[src/assert_macros.svh]
`ifndef ASSERT_MACROS_SVH
`define ASSERT_MACROS_SVH

// Checked on every clock edge outside reset.
`define CAS_ASSERT(lbl, prop, msg) \
	lbl: assert property (@(posedge clk) disable iff (!arst_n) prop) else $error(msg);

// Checked on every clock edge, reset included.
`define CAS_ASSERT_ALWAYS(lbl, prop, msg) \
	lbl: assert property (@(posedge clk) prop) else $error(msg);

`endif

[src/cas_pkg.sv]
`timescale 1ns / 1ps

package cas_pkg;

	localparam int MAX_CELLS_X_DEF = 14;
	localparam int MAX_CELLS_Y_DEF = 14;
	localparam int MAX_CELLS_Z_DEF = 14;

	localparam int DATA_W = 32;
	localparam int CELL_W = 4;
	localparam int IDX_W  = 3;

	localparam logic signed [DATA_W-1:0] SCALE_RESET = 32'sd65536;
	localparam logic [CELL_W-1:0]        CELLS_RESET = 4'd14;

	localparam logic [IDX_W-1:0] REG_SCALE_X = 3'd0;
	localparam logic [IDX_W-1:0] REG_SCALE_Y = 3'd1;
	localparam logic [IDX_W-1:0] REG_SCALE_Z = 3'd2;
	localparam logic [IDX_W-1:0] REG_CELLS_X = 3'd3;
	localparam logic [IDX_W-1:0] REG_CELLS_Y = 3'd4;
	localparam logic [IDX_W-1:0] REG_CELLS_Z = 3'd5;

	typedef enum logic [1:0] {
		FUNC_ACC     = 2'd0,
		FUNC_READ    = 2'd1,
		FUNC_WRITE   = 2'd2,
		FUNC_RESTART = 2'd3
	} cas_func_t;

	typedef enum logic [1:0] {
		COMP_X = 2'd0,
		COMP_Y = 2'd1,
		COMP_Z = 2'd2
	} cas_comp_t;

	typedef enum logic [2:0] {
		ST_CLEAR,
		ST_IDLE,
		ST_DISPATCH,
		ST_ACC,
		ST_READ,
		ST_READ_WAIT,
		ST_FIN
	} cas_state_t;

	typedef struct packed {
		logic       clr_en;
		logic       latch_in;
		logic       rd_acc;
		logic       rd_entry;
		logic [1:0] rd_k;
		logic       wr_acc;
		logic       wr_pre;
		logic       cap_read;
		logic       advance;
		logic       restart;
		logic       load_out;
	} cas_cmd_t;

	typedef struct packed {
		logic      clr_last;
		cas_func_t func;
		logic      comp_ok;
		logic      comp_z;
		logic      in_grid;
	} cas_sts_t;

	// Edge offsets {dz,dy,dx} of the four entries touched by one group.
	function automatic logic [2:0] acc_offset(input cas_comp_t comp, input logic [1:0] k);
		logic [2:0] off;
		off = 3'b000;
		case (comp)
			COMP_X: begin
				case (k)
					2'd1:    off = 3'b010;
					2'd2:    off = 3'b100;
					2'd3:    off = 3'b110;
					default: off = 3'b000;
				endcase
			end
			COMP_Y: begin
				case (k)
					2'd1:    off = 3'b100;
					2'd2:    off = 3'b001;
					2'd3:    off = 3'b101;
					default: off = 3'b000;
				endcase
			end
			COMP_Z: begin
				case (k)
					2'd1:    off = 3'b001;
					2'd2:    off = 3'b010;
					2'd3:    off = 3'b011;
					default: off = 3'b000;
				endcase
			end
			default: off = 3'b000;
		endcase
		return off;
	endfunction

endpackage

[src/cas_ctrl.sv]
`timescale 1ns / 1ps
`include "assert_macros.svh"

module cas_ctrl (
	input  logic              clk,
	input  logic              arst_n,
	input  logic              in_valid,
	output logic              in_ready,
	output logic              out_valid,
	input  logic              out_ready,
	input  cas_pkg::cas_sts_t sts,
	output cas_pkg::cas_cmd_t cmd
);
	import cas_pkg::*;

	cas_state_t state_q, state_d;
	logic [2:0] k_q, k_d;
	logic       out_valid_q;

	always_ff @(posedge clk or negedge arst_n) begin
		if (!arst_n) begin
			state_q     <= ST_CLEAR;
			k_q         <= '0;
			out_valid_q <= 1'b0;
		end else begin
			state_q <= state_d;
			k_q     <= k_d;
			if (cmd.load_out) begin
				out_valid_q <= 1'b1;
			end else if (out_ready) begin
				out_valid_q <= 1'b0;
			end
		end
	end

	always_comb begin
		state_d  = state_q;
		k_d      = k_q;
		cmd      = '0;
		in_ready = 1'b0;
		unique case (state_q)
			ST_CLEAR: begin
				cmd.clr_en = 1'b1;
				if (sts.clr_last) begin
					state_d = ST_IDLE;
				end
			end
			ST_IDLE: begin
				in_ready = 1'b1;
				if (in_valid) begin
					cmd.latch_in = 1'b1;
					state_d      = ST_DISPATCH;
				end
			end
			ST_DISPATCH: begin
				k_d     = '0;
				state_d = ST_FIN;
				unique case (sts.func)
					FUNC_ACC: begin
						if (sts.comp_ok) begin
							state_d = ST_ACC;
						end
					end
					FUNC_READ: begin
						if (sts.comp_ok && sts.in_grid) begin
							state_d = ST_READ;
						end
					end
					FUNC_WRITE: begin
						cmd.wr_pre = sts.comp_ok && sts.in_grid;
					end
					FUNC_RESTART: begin
						cmd.restart = 1'b1;
					end
					default: state_d = ST_FIN;
				endcase
			end
			ST_ACC: begin
				// reads at k=0..3, writes at k=1..4, each in the cycle after its read
				cmd.rd_acc = !k_q[2];
				cmd.rd_k   = k_q[1:0];
				cmd.wr_acc = (k_q != 3'd0);
				k_d        = k_q + 3'd1;
				if (k_q[2]) begin
					cmd.advance = sts.comp_z;
					state_d     = ST_FIN;
				end
			end
			ST_READ: begin
				cmd.rd_entry = 1'b1;
				state_d      = ST_READ_WAIT;
			end
			ST_READ_WAIT: begin
				cmd.cap_read = 1'b1;
				state_d      = ST_FIN;
			end
			ST_FIN: begin
				if (!out_valid_q || out_ready) begin
					cmd.load_out = 1'b1;
					state_d      = ST_IDLE;
				end
			end
			default: state_d = ST_CLEAR;
		endcase
	end

	assign out_valid = out_valid_q;

	`CAS_ASSERT(a_mem_cmd_excl, $onehot0({cmd.clr_en, cmd.wr_pre, cmd.rd_entry, cmd.rd_acc}),
		"conflicting memory commands")
	`CAS_ASSERT(a_accept_dispatch, in_valid && in_ready |=> state_q == ST_DISPATCH,
		"accepted word not dispatched")
	`CAS_ASSERT(a_load_free, cmd.load_out |-> (!out_valid_q || out_ready),
		"result overwrites a pending word")
	`CAS_ASSERT_ALWAYS(a_no_out_in_clear, out_valid_q |-> state_q != ST_CLEAR,
		"result pending during clearing pass")

endmodule

[config.mk]
export PLATFORM = sky130hd
export DESIGN_NAME = cas_ctrl
export DESIGN_NICKNAME = d
export VERILOG_FILES = /design/src/cas_pkg.sv /design/src/cas_ctrl.sv
export VERILOG_INCLUDE_DIRS = /design/src /design/src/src
export SDC_FILE = /design/constraint.sdc
export NUM_CORES = 1
export LEC_CHECK = 0
export ABC_AREA = 1
export ABC_CLOCK_PERIOD_IN_PS = 1400
export BUFFER_PORTS_ARGS = -buffer_cell sky130_fd_sc_hd__buf_2
export CELL_PAD_IN_SITES_DETAIL_PLACEMENT = 0
export CELL_PAD_IN_SITES_GLOBAL_PLACEMENT = 1
export CORE_MARGIN = 4
export CORE_UTILIZATION = 29
export DETAILED_ROUTE_END_ITERATION = 6
export PLACE_DENSITY_LB_ADDON = 0.1
export SLEW_MARGIN = 20
export SYNTH_ARGS = -nofsm -noshare
export SYNTH_HDL_FRONTEND = slang
export SYNTH_SLANG_ARGS = --single-unit
export TNS_END_PERCENT = 5
[constraint.sdc]
create_clock -name clk -period 1.4 [get_ports clk]
set_input_delay 0.07 -clock clk [delete_from_list [all_inputs] [get_ports clk]]
set_output_delay 0.07 -clock clk [all_outputs]
set_load 0.01 [all_outputs]
==> metrics.txt <==
category of the critical setup timing path=register to primary output; Boundary Pins=24; nets in the synthesized netlist=95; area of the mapped netlist=approximately 540 um^2; final critical-path setup slack=0.0798 ns; number of DRC markers in iteration 0=7; yosys warns=0; clock transition at the registers of the reported paths=roughly 0.05 ns; Adder-Cell Fraction of Synth Area=under 10%; met3 routing resource usage after global routing=approximately 2.0%; Critical Path AT=around 1.3 ns; met1 layer usage reported by global route=between 10 and 15%; Non-Filler Cell Area, Final=~800 um^2; setup repair after global routing missed its margin=yes; maxcap violations=0; maximum vdd drop=932 uV; multiplexer share of the synthesized area=0%; Total Negative Setup Slacks=0 ns; Layout Nets=between 100 and 150; Chip Height=approximately 51 um; flip-flop and latch count after synthesis=7; Period minus WS final=roughly 1.3 ns; total inserted antenna cells=0; sequential share of the synthesized area=32.3%; number of buffers inserted by port buffering=23; average via count per standard cell=4.40; clock root buffer master=sky130_fd_sc_hd__clkbuf_4; DP Worst Slack=around 0.13 ns; Clock H-tree levels=1; total power per unit cell area=between 2000 and 2500 nW/um^2; Synth Area in Simple Gates=about two fifths; post-layout utilization of the core=a little under half; maximum buffer depth of the clock tree=2; post-synthesis average cell area=approximately 6.5 um^2; largest family of logic cells by synthesized area=simple AND/OR/NAND/NOR gates; Setup Skew=0.00236 ns; pin count of the biggest net entering global routing=11; kind of end point of the critical path=primary output; GR Util met2=15.7%; starting density of the core=between 30% and 40%; x dimension of the die=a little over 50 um; area delta synth->final=45.2%; area of the die=approximately 2600 um^2; status=completed; clock tree from TritonCTS=yes; Worst Path Max Fanout=7; drt pass-1 iters=4; leakage power summed over all cells=0.443 nW; number of hold violations in the final report=0; global routing's busiest layer=met2; area fraction in compound gates after synthesis=~10%; detailed placer's ending HPWL=between 1000 and 1500 um; worst hold path class=input port to register; xor and xnor area share after synthesis=1.61%; number of standard cells after synthesis=83; Final setup viols=0; # DRC=0; total count of max-transition violations in the final report=0; post-detailed-route wirelength per cell=~9.6 um; total gr overflow=0; Overall Global Routing Usage=between 10 and 15%; number of fillers in the final layout=between 150 and 200; antenna violation net count after detailed routing=0; Tightest Pin Transition=0.200 ns; kind of start point of the critical path=register; placeable core area=about 1700 um^2; global-route wire length before repair=2150 um; via count of the first global-routing pass=just over 500; number of cells on the worst hold path=2; Cell variety after synth=19; weighted congestion reported at the end of routability-driven placement=0.806; row count=15; Final Power=~1.6 mW; Req. time, crit path=1.33 ns; area post-placement=roughly 670 um^2; worst-case reg-to-reg path depth=7; clock sink total=7; Max-Slew Margin vs Limit=approximately 87%; final worst path period share=between 90% and 100%; number of antenna violations at the first check in global routing=0; final routed wirelength across all metal layers=~1400 um; vias post-DR=620; number of buffers created by CTS=3; fraction of final layout cells with drive strength greater than 1=between 30% and 40%; highest clock frequency the design can meet=0.757 GHz; Skew-Pair Late Insertion Delay=between 0.2 and 0.3 ns
-- synth_stat cells (all sizes together) --
master,n,area (um^2)
nand2,23,88.8
nor2,15,73.8
inv,14,52.6
dfrtp,7,175
o21ai,6,30.0
a21oi,4,20.0
nand3,4,25.0
buf,2,15.0
ha,2,25.0
nor3,2,10.0
nand4,1,6.26
nor4,1,6.26
o22ai,1,6.26
xnor2,1,8.76
-- power breakdown --
| part | total [mW] | internal [mW] | switching, mW |
|---|---|---|---|
| registers | 0.427 | 0.300 | 0.127 |
| logic | 0.974 | 0.426 | 0.548 |
| clock network | 0.180 | 0.109 | 0.0710 |
| total | 1.58 | 0.834 | 0.746 |
-- kinds of logic (layout without fill, tap and decap cells) --
logic type	after synthesis	count (layout)
AND/OR/NAND/NOR	46	46
buffers and inverters	16	49
XOR/XNOR	1	1
AO/OA/AOI/OAI	11	11
adder cells (fa/ha/maj)	2	2
flip-flops	7	7
-- area by class of cell --
class / count / area [um^2] / area share (%)
timing repair buffer: 31 / 178 / 22.5
inverter: 14 / 52.6 / 6.67
clock buffer: 4 / 26.3 / 3.33
tap: 25 / 31.3 / 3.97
sequential: 7 / 179 / 22.7
multi-input combinational: 60 / 322 / 40.8
-- worst max-delay path: stages (launching register included) --
cell	delay, ns
sky130_fd_sc_hd__dfrtp_2	0.47
sky130_fd_sc_hd__nor2_4	0.17
sky130_fd_sc_hd__nand2_2	0.07
sky130_fd_sc_hd__nor4_2	0.11
sky130_fd_sc_hd__buf_2	0.16
-- placed cells by master, fill, tap and decap left out, drive strengths merged --
master       count
a21oi            4
buf             30
clkbuf           4
dfrtp            7
dlygate4sd3      1
ha               2
inv             14
nand2           23
nand3            4
nand4            1
nor2            15
nor3             2
nor4             1
o21ai            6
o22ai            1
xnor2            1
-- flip-flops by register name, indices dropped and copies added (netlist names) --
| signal | flops |
|---|---|
| k_q | 3 |
| state_q | 3 |
| out_valid | 1 |
-- per-stage QoR --
stage,hold WS [ns],instances
after floorplan,-0.226,83
after global placement,-0.0863,129
after detailed placement,-0.0831,129
after CTS,0.0274,134
after global routing,0.0365,141
final,0.0335,141
-- worst paths after layout --
kind	from	end	slack [ns]
min reg2reg	out_valid	out_valid	0.54
min in group asynchronous	arst_n	k_q[2]	0.19
max reg2reg	state_q[2]	state_q[0]	0.19
max	state_q[2]	cmd[4]	0.08
max in group asynchronous	arst_n	state_q[0]	1.04
min	out_ready	out_valid	0.03
-- per-layer routing --
metal  vias up  part of all wire (%)
met4         0                   3.1
met1       267                    50
met5         -                     0
li1        330                     -
met2        19                    42
met3         4                   4.9
-- timing repair --
| action | 4_1_cts | 5_1_grt |
|---|---|---|
| endpoints found under the setup margin | 7 | 8 |
| setup buffers | 0 | 7 |
| hold endpoints to repair | 7 | 0 |
| gates resized for setup | 3 | 6 |
| hold buffers | 1 | 0 |
| pin swaps | 1 | 1 |
(Power assumes the default switching activity.)
